[src/rtl/mtot_pkg.sv]
`timescale 1ns / 1ps
// Package for the one-shot timer table: command codes, result kinds,
// controller states and the control/status structs. No dependencies.
package mtot_pkg;

  localparam int MAX_EVENTS = 8;
  localparam int EVT_W      = $clog2(MAX_EVENTS + 1);
  localparam int IDX_W      = 3;
  localparam int TIME_W     = 32;

  localparam logic [1:0] CMD_TICK  = 2'd0;
  localparam logic [1:0] CMD_ARM   = 2'd1;
  localparam logic [1:0] CMD_CHECK = 2'd2;

  localparam logic KIND_EXPIRY = 1'b0;
  localparam logic KIND_CHECK  = 1'b1;

  typedef enum logic [1:0] {
    ST_IDLE,
    ST_SCAN,
    ST_FLUSH
  } state_t;

  typedef struct packed {
    logic tick;
    logic arm;
    logic check;
    logic step;
    logic flush;
  } ctl_t;

  typedef struct packed {
    logic scan_last;
  } sts_t;

endpackage

[src/rtl/mtot_ram.sv]
`timescale 1ns / 1ps
// Generic single-write, single-read RAM with registered read data.
// No dependencies.
module mtot_ram #(
  parameter int WIDTH = 32,
  parameter int DEPTH = 8,
  parameter int ADDR_W = (DEPTH > 1) ? $clog2(DEPTH) : 1
) (
  input  logic              clk,
  input  logic              we,
  input  logic [ADDR_W-1:0] waddr,
  input  logic [WIDTH-1:0]  wdata,
  input  logic [ADDR_W-1:0] raddr,
  output logic [WIDTH-1:0]  rdata
);

  logic [WIDTH-1:0] mem [DEPTH];

  always_ff @(posedge clk) begin
    if (we) begin
      mem[waddr] <= wdata;
    end
    rdata <= mem[raddr];
  end

endmodule

[src/rtl/mtot_ctrl.sv]
`timescale 1ns / 1ps
// Controller for the one-shot timer table: decodes commands, sequences
// the expiry scan. Depends on mtot_pkg.
module mtot_ctrl (
  input  logic          clk,
  input  logic          rst,
  input  logic          start,
  input  logic [1:0]    command,
  input  mtot_pkg::sts_t sts,
  output mtot_pkg::ctl_t ctl,
  output logic          busy
);
  import mtot_pkg::*;

  state_t state, state_next;

  always_ff @(posedge clk) begin
    if (rst) begin
      state <= ST_IDLE;
    end else begin
      state <= state_next;
    end
  end

  always_comb begin
    state_next = state;
    ctl        = '0;
    case (state)
      ST_IDLE: begin
        if (start) begin
          if (command == CMD_TICK) begin
            ctl.tick   = 1'b1;
            state_next = ST_SCAN;
          end else if (command == CMD_ARM) begin
            ctl.arm = 1'b1;
          end else if (command == CMD_CHECK) begin
            ctl.check = 1'b1;
          end
        end
      end
      ST_SCAN: begin
        ctl.step = 1'b1;
        if (sts.scan_last) begin
          state_next = ST_FLUSH;
        end
      end
      ST_FLUSH: begin
        ctl.flush  = 1'b1;
        state_next = ST_IDLE;
      end
      default: begin
        state_next = ST_IDLE;
      end
    endcase
  end

  assign busy = (state != ST_IDLE);

endmodule

[src/rtl/mtot_dp.sv]
`timescale 1ns / 1ps
// Datapath for the one-shot timer table: time counter, target RAM, armed and
// fired flags, scan counter, held event and result register.
// Depends on mtot_pkg and mtot_ram.
module mtot_dp #(
  parameter int TIMER_COUNT = 8
) (
  input  logic                          clk,
  input  logic                          rst,
  input  mtot_pkg::ctl_t                ctl,
  input  logic [mtot_pkg::IDX_W-1:0]    timer_index,
  input  logic [mtot_pkg::TIME_W-1:0]   period,
  output mtot_pkg::sts_t                sts,
  output logic                          strobe,
  output logic                          kind,
  output logic [mtot_pkg::IDX_W-1:0]    result_index,
  output logic                          fired,
  output logic                          last
);
  import mtot_pkg::*;

  localparam int AW = (TIMER_COUNT > 1) ? $clog2(TIMER_COUNT) : 1;
  localparam int CW = $clog2(TIMER_COUNT + 1);

  logic [TIME_W-1:0]      now_time;
  logic [TIMER_COUNT-1:0] armed_flags;
  logic [TIMER_COUNT-1:0] fired_flags;
  logic [CW-1:0]          cnt;
  logic [EVT_W-1:0]       evt_cnt;
  logic                   held_v;
  logic [IDX_W-1:0]       held_idx;

  logic [TIME_W-1:0]      rd_data;
  logic [AW-1:0]          cmd_addr;
  logic [AW-1:0]          eval_addr;
  logic                   in_range;
  logic                   hit;
  logic                   take;

  assign cmd_addr  = AW'(timer_index);
  assign eval_addr = AW'(cnt - CW'(1));
  assign in_range  = (int'(timer_index) < TIMER_COUNT);
  assign hit       = armed_flags[eval_addr] && (now_time >= rd_data);
  assign take      = hit && (evt_cnt < EVT_W'(MAX_EVENTS));
  assign sts.scan_last = (cnt == CW'(TIMER_COUNT));

  mtot_ram #(
    .WIDTH (TIME_W),
    .DEPTH (TIMER_COUNT)
  ) u_target (
    .clk   (clk),
    .we    (ctl.arm && in_range),
    .waddr (cmd_addr),
    .wdata (now_time + period),
    .raddr (cnt[AW-1:0]),
    .rdata (rd_data)
  );

  always_ff @(posedge clk) begin
    if (rst) begin
      now_time    <= '0;
      armed_flags <= '0;
      fired_flags <= '0;
      cnt         <= '0;
      evt_cnt     <= '0;
      held_v      <= 1'b0;
      strobe      <= 1'b0;
    end else begin
      strobe <= 1'b0;
      if (ctl.tick) begin
        now_time <= now_time + TIME_W'(1);
        cnt      <= CW'(1);
        evt_cnt  <= '0;
        held_v   <= 1'b0;
      end
      if (ctl.arm && in_range) begin
        armed_flags[cmd_addr] <= 1'b1;
        fired_flags[cmd_addr] <= 1'b0;
      end
      if (ctl.check) begin
        strobe       <= 1'b1;
        kind         <= KIND_CHECK;
        result_index <= timer_index;
        fired        <= in_range && fired_flags[cmd_addr];
        last         <= 1'b1;
        if (in_range && fired_flags[cmd_addr]) begin
          fired_flags[cmd_addr] <= 1'b0;
          armed_flags[cmd_addr] <= 1'b0;
        end
      end
      if (ctl.step) begin
        cnt <= cnt + CW'(1);
        if (hit) begin
          armed_flags[eval_addr] <= 1'b0;
          fired_flags[eval_addr] <= 1'b1;
        end
        // held event goes out only once a later one is known to follow
        if (take) begin
          if (held_v) begin
            strobe       <= 1'b1;
            kind         <= KIND_EXPIRY;
            result_index <= held_idx;
            fired        <= 1'b1;
            last         <= 1'b0;
          end
          held_v   <= 1'b1;
          held_idx <= IDX_W'(eval_addr);
          evt_cnt  <= evt_cnt + EVT_W'(1);
        end
      end
      if (ctl.flush) begin
        cnt    <= '0;
        held_v <= 1'b0;
        if (held_v) begin
          strobe       <= 1'b1;
          kind         <= KIND_EXPIRY;
          result_index <= held_idx;
          fired        <= 1'b1;
          last         <= 1'b1;
        end
      end
    end
  end

endmodule

[src/rtl/multi_timer_one_shot_table.sv]
`timescale 1ns / 1ps
// Top level of the one-shot timer table: controller plus datapath.
// Depends on mtot_pkg, mtot_ctrl, mtot_dp, mtot_ram.
//
//   channel  handshake              fields
//   input    start & !busy          command, timer_index, period
//   result   strobe (one cycle)     kind, result_index, fired, last
//
// Arm and check leave busy low; a check answer shows in the next cycle.
// A tick keeps busy high through the scan: one target RAM read per entry
// in ST_SCAN, then ST_FLUSH, which sends the last held expiry event.
// Expiry events come out during the scan and right after it, at most 8.
// Reset (rst, synchronous) clears time, armed and fired flags; targets are
// not cleared. The receiver cannot stall: each strobe lasts one cycle.
module multi_timer_one_shot_table #(
  parameter int TIMER_COUNT = 8
) (
  input  logic                        clk,
  input  logic                        rst,
  input  logic                        start,
  output logic                        busy,
  input  logic [1:0]                  command,
  input  logic [mtot_pkg::IDX_W-1:0]  timer_index,
  input  logic [mtot_pkg::TIME_W-1:0] period,
  output logic                        strobe,
  output logic                        kind,
  output logic [mtot_pkg::IDX_W-1:0]  result_index,
  output logic                        fired,
  output logic                        last
);
  import mtot_pkg::*;

  ctl_t ctl;
  sts_t sts;

  mtot_ctrl u_ctrl (
    .clk     (clk),
    .rst     (rst),
    .start   (start),
    .command (command),
    .sts     (sts),
    .ctl     (ctl),
    .busy    (busy)
  );

  mtot_dp #(
    .TIMER_COUNT (TIMER_COUNT)
  ) u_dp (
    .clk          (clk),
    .rst          (rst),
    .ctl          (ctl),
    .timer_index  (timer_index),
    .period       (period),
    .sts          (sts),
    .strobe       (strobe),
    .kind         (kind),
    .result_index (result_index),
    .fired        (fired),
    .last         (last)
  );

  a_tick_busy: assert property (@(posedge clk) disable iff (rst)
    start && !busy && command == CMD_TICK |=> busy)
    else $error("tick did not start a scan");

  a_check_last: assert property (@(posedge clk) disable iff (rst)
    strobe && kind == KIND_CHECK |-> last && !busy)
    else $error("check answer not single or during scan");

  a_expiry_fired: assert property (@(posedge clk) disable iff (rst)
    strobe && kind == KIND_EXPIRY |-> fired)
    else $error("expiry event without fired");

  a_mid_busy: assert property (@(posedge clk) disable iff (rst)
    strobe && kind == KIND_EXPIRY && !last |-> busy)
    else $error("non-final expiry event after scan end");

  a_last_idle: assert property (@(posedge clk) disable iff (rst)
    strobe && kind == KIND_EXPIRY && last |-> !busy)
    else $error("final expiry event while still scanning");

endmodule
[config.mk]
export PLATFORM = sky130hd
export DESIGN_NAME = multi_timer_one_shot_table
export DESIGN_NICKNAME = d
export VERILOG_FILES = /design/src/rtl/mtot_pkg.sv /design/src/rtl/mtot_ram.sv /design/src/rtl/mtot_ctrl.sv /design/src/rtl/mtot_dp.sv /design/src/rtl/multi_timer_one_shot_table.sv
export SDC_FILE = /design/constraint.sdc
export NUM_CORES = 1
export LEC_CHECK = 0
export ABC_AREA = 1
export BUFFER_PORTS_ARGS = -buffer_cell sky130_fd_sc_hd__buf_2
export CAP_MARGIN = 0
export CORE_MARGIN = 1
export CORE_UTILIZATION = 60
export DETAILED_ROUTE_END_ITERATION = 10
export GPL_TIMING_DRIVEN = 1
export PLACE_DENSITY = 0.82
export SYNTH_ARGS = -nofsm -noshare
export SYNTH_HDL_FRONTEND = slang
export SYNTH_HIERARCHICAL = 1
export SYNTH_SLANG_ARGS = --single-unit
[constraint.sdc]
create_clock -name clk -period 4.1 [get_ports clk]
set_clock_uncertainty 0.2 [all_clocks]
set_input_delay 0 -clock clk [delete_from_list [all_inputs] [get_ports clk]]
set_output_delay 0 -clock clk [all_outputs]
set_load 0.01 [all_outputs]
==> impl_metrics.yaml <==
synthesis:
  ys_ff_latch: 357
  synth_area_leaders: "edfxtp_1 (44%), nand2_1 (12%), dfxtp_1 (10%)"
  yosys.area.top_type: "edfxtp_1"
  synth.distinct_cells: 54
  synthCells: 2095
  synth-compound-area-share_pct: 5.686
  ys.flop_type: "edfxtp_1"
  synth_area_um2: 18040
  synth_top_family_by_area: "simple AND/OR/NAND/NOR gates"
  synthSimpleGateAreaFrac_pct: 22.14
  synth_mux_area_share_pct: 0
  async_reset_ff_share_pct: 0
  avgSynthCellArea_um2: 8.613
  syn-num-nets: 2203
  netlist.area_leader.share_pct: 44.10
  yosysWarningCount: 6
  synth_edf_count: 265
  synth_fa_ha_area_share_pct: 4.757
  synth_seq_area_share_pct: 54.31
  synthXorXnorAreaFrac_pct: 2.129
detailed_routing:
  totalWireLength_um: 43850
  ant_nets: 0
  vias: 14050
  wl_per_cell_um: 17.00
  first_pass_iters: 6
  vias_per_cell: 5.447
  drc: 0
  drtIter0Drc: 1399
floorplanning:
  rows: 63
  start_util_pct: 60.88
  dieArea_um2: 30770
  core_area_um2: 29640
  num_io_pins: 48
  die_h_um: 175.4
  die-width_um: 175.4
layout:
  drive_above_1_share_pct: 7.355
  area_delta_synth_final_pct: 11.31
  final_nets: 2272
  fillers: 2298
  diodes: 0
  design_area_um2: 20090
  mostFrequentLayoutCells: "nand2_1 (599), inv_1 (425), edfxtp_1 (265)"
  final_common_cell: "nand2_1"
placement:
  dpl_cell_area_um2: 18660
  dp_hpwl_um: 28280
  pre_cts_ws_ps: 993.0
  portBuffers: 47
  gp_congestion: 0.9746
global_route:
  antenna_found_initial: 0
  grt_pass1_wl_um: 69680
  grt_usage_pct: 29.25
  grt_overflow_total: 0
  grt_pass1_vias: 13670
  grt_max_degree: 73
timing:
  min_period_ps: 3574
  finalSetupViolations: 0
  setup_ws_ps: 526.5
  maxSlewViolCount: 0
  tightest_slew_ps: 904.9
  hold_viol_final: 0
  holdWs_ps: 18.47
  slew_headroom_pct: 39.53
  tns_ps: 0
  final.period_utilization_pct: 87.16
  rsz0062_at_grt: "false"
  max_freq_mhz: 279.8
critical_path:
  startpoint_type: "flop"
  crit_path_max_fanout: 68
  path_class: "flop to flop"
  cp_data_arrival_time_ps: 3800
  endpoint_kind: "flop"
  worstPathRequired_ps: 4330
power:
  combPwrFrac_pct: 6.9
  switching_share_pct: 22.42
  p_leak_uw: 0.009330
  seq_power_share_pct: 50.8
  clock_power_share_pct: 42.3
  peakVddDrop_v: 0.0003190
  switchingPower_uw: 1755
  p_int_uw: 6072
  power.density_nw_per_um2: 389.7
clock_network:
  cts.reportedPaths.clkPinSlew_ps: 70
  clkSinkCount: 357
  cts-buffers-inserted: 37
  insertion_delay_ps: 530
  h-tree-depth: 2
  clock-root-buffer: "clkbuf_16"
  cts_tree: "yes"
  cts_buffer_depth: 3
run:
  maxCapViolations: 0
run_status:
  outcome: "complete, no violations"
hold_path:
  hold_path.class: "input pin to flop"
-- layout make-up --
cell class	instances	area [um2]	share of cell area [%]
Multi-Input combinational cell	1246	6324	31.48
Sequential cell	357	9806	48.82
Timing Repair Buffer	90	653.1	3.252
Clock buffer	44	982.2	4.890
Clock inverter	20	210.2	1.047
Tap cell	390	488.0	2.429
Inverter	432	1623	8.080
-- synthesized netlist by cell type (2+ instances only) --
master / count
nor3b_1: 2
a211oi_1: 3
nand4_1: 11
a21oi_1: 81
nor2_1: 113
o21ai_0: 52
nor3_2: 2
o21ai_2: 2
ha_1: 67
buf_4: 7
buf_2: 21
o21ai_1: 3
edfxtp_1: 265
nand2_2: 3
nor2_2: 2
nor3_1: 23
xor2_1: 27
inv_2: 6
nor4_1: 7
o211ai_1: 2
a21o_1: 5
a31oi_1: 3
nor2_4: 2
clkbuf_1: 15
buf_1: 6
o21a_1: 5
nand3_1: 183
nand3_2: 2
inv_1: 425
or2_2: 2
buf_6: 11
nand2_1: 599
o21bai_1: 4
o221ai_1: 5
nand3b_1: 4
dfxtp_1: 92
a21boi_0: 2
xnor2_1: 15
-- registers in the layout, indices dropped and copies added, names as in the netlist --
| signal | flops |
|---|---|
| u_dp/held_idx | 3 |
| u_dp/now_time | 32 |
| u_dp/strobe | 1 |
| u_dp/kind | 1 |
| u_dp/result_index | 3 |
| u_dp/u_target/rdata | 32 |
| u_dp/held_v | 1 |
| u_dp/fired_flags | 8 |
| u_dp/armed_flags | 8 |
| u_dp/fired | 1 |
| u_dp/u_target/mem | 256 |
| u_dp/last | 1 |
| u_dp/cnt | 4 |
| u_dp/evt_cnt | 4 |
| u_ctrl/state | 2 |
-- path summary, 6_finish.rpt --
| path | startpoint | end | slack (ps) | cells past startpoint |
|---|---|---|---|---|
| worst max-delay path | u_dp/cnt[0] | u_dp/armed_flags[2] | 530 | 12 |
| worst min-delay path | period[9] | u_dp/u_target/mem[5][9] | 20 | 3 |
| worst max register to register | u_dp/cnt[0] | u_dp/armed_flags[2] | 530 | 12 |
| worst min register to register | u_dp/fired_flags[0] | u_dp/fired_flags[0] | 290 | 2 |
-- per-layer routing --
layer | vias up | global-route usage [%] | wire length (um)
met1 | 6552 | 37.56 | 17970
li1 | 6813 | - | -
met5 | - | 0 | 0
met3 | 106 | 2.944 | 3156
met4 | 0 | 12.32 | 1525
met2 | 577 | 50.63 | 21190
-- power groups by stage --
stage | sequential (uW) | combinational [uW] | clock [uW]
after CTS | 3980 | 538 | 3350
after floorplan | 4030 | 394 | 0
after detailed placement | 4050 | 514 | 0
after global routing | 3980 | 607 | 3500
final | 3980 | 541 | 3310
after global placement | 4050 | 496 | 0
-- worst max-delay path, cell delays in order (launching register included) --
cell	delay [ps]
dfxtp_4	840
inv_1	240
ha_1	310
xnor2_2	300
nor2_1	130
nand2_1	100
o21ai_2	70
nor2_4	120
a21boi_4	330
nand3_1	160
nand3_1	90
dlygate4sd3_1	550
inv_1	40
-- cells by family after synthesis --
group	count (synthesis)
flip-flops	357
AO/OA/AOI/OAI	178
adder cells (fa/ha/maj)	68
XOR/XNOR	43
buffers and inverters	492
AND/OR/NAND/NOR	957
-- repair_timing --
| item | CTS | global route |
|---|---|---|
| gates resized for setup | 0 | 0 |
| hold buffers | 23 | 0 |
| hold endpoints to repair | 121 | 0 |
| buffers inserted | 0 | 0 |
-- stage by stage --
| step | util, % | total power [uW] | instances |
|---|---|---|---|
| after floorplan | - | 4427 | 2095 |
| after global placement | 62.97 | 4547 | 2492 |
| after detailed placement | 62.97 | 4568 | 2492 |
| after CTS | 67.77 | 7868 | 2579 |
| after global routing | 67.77 | 8083 | 2579 |
| final | 67.77 | 7827 | 2579 |
Note: power is estimated with default switching activity, not from simulation.
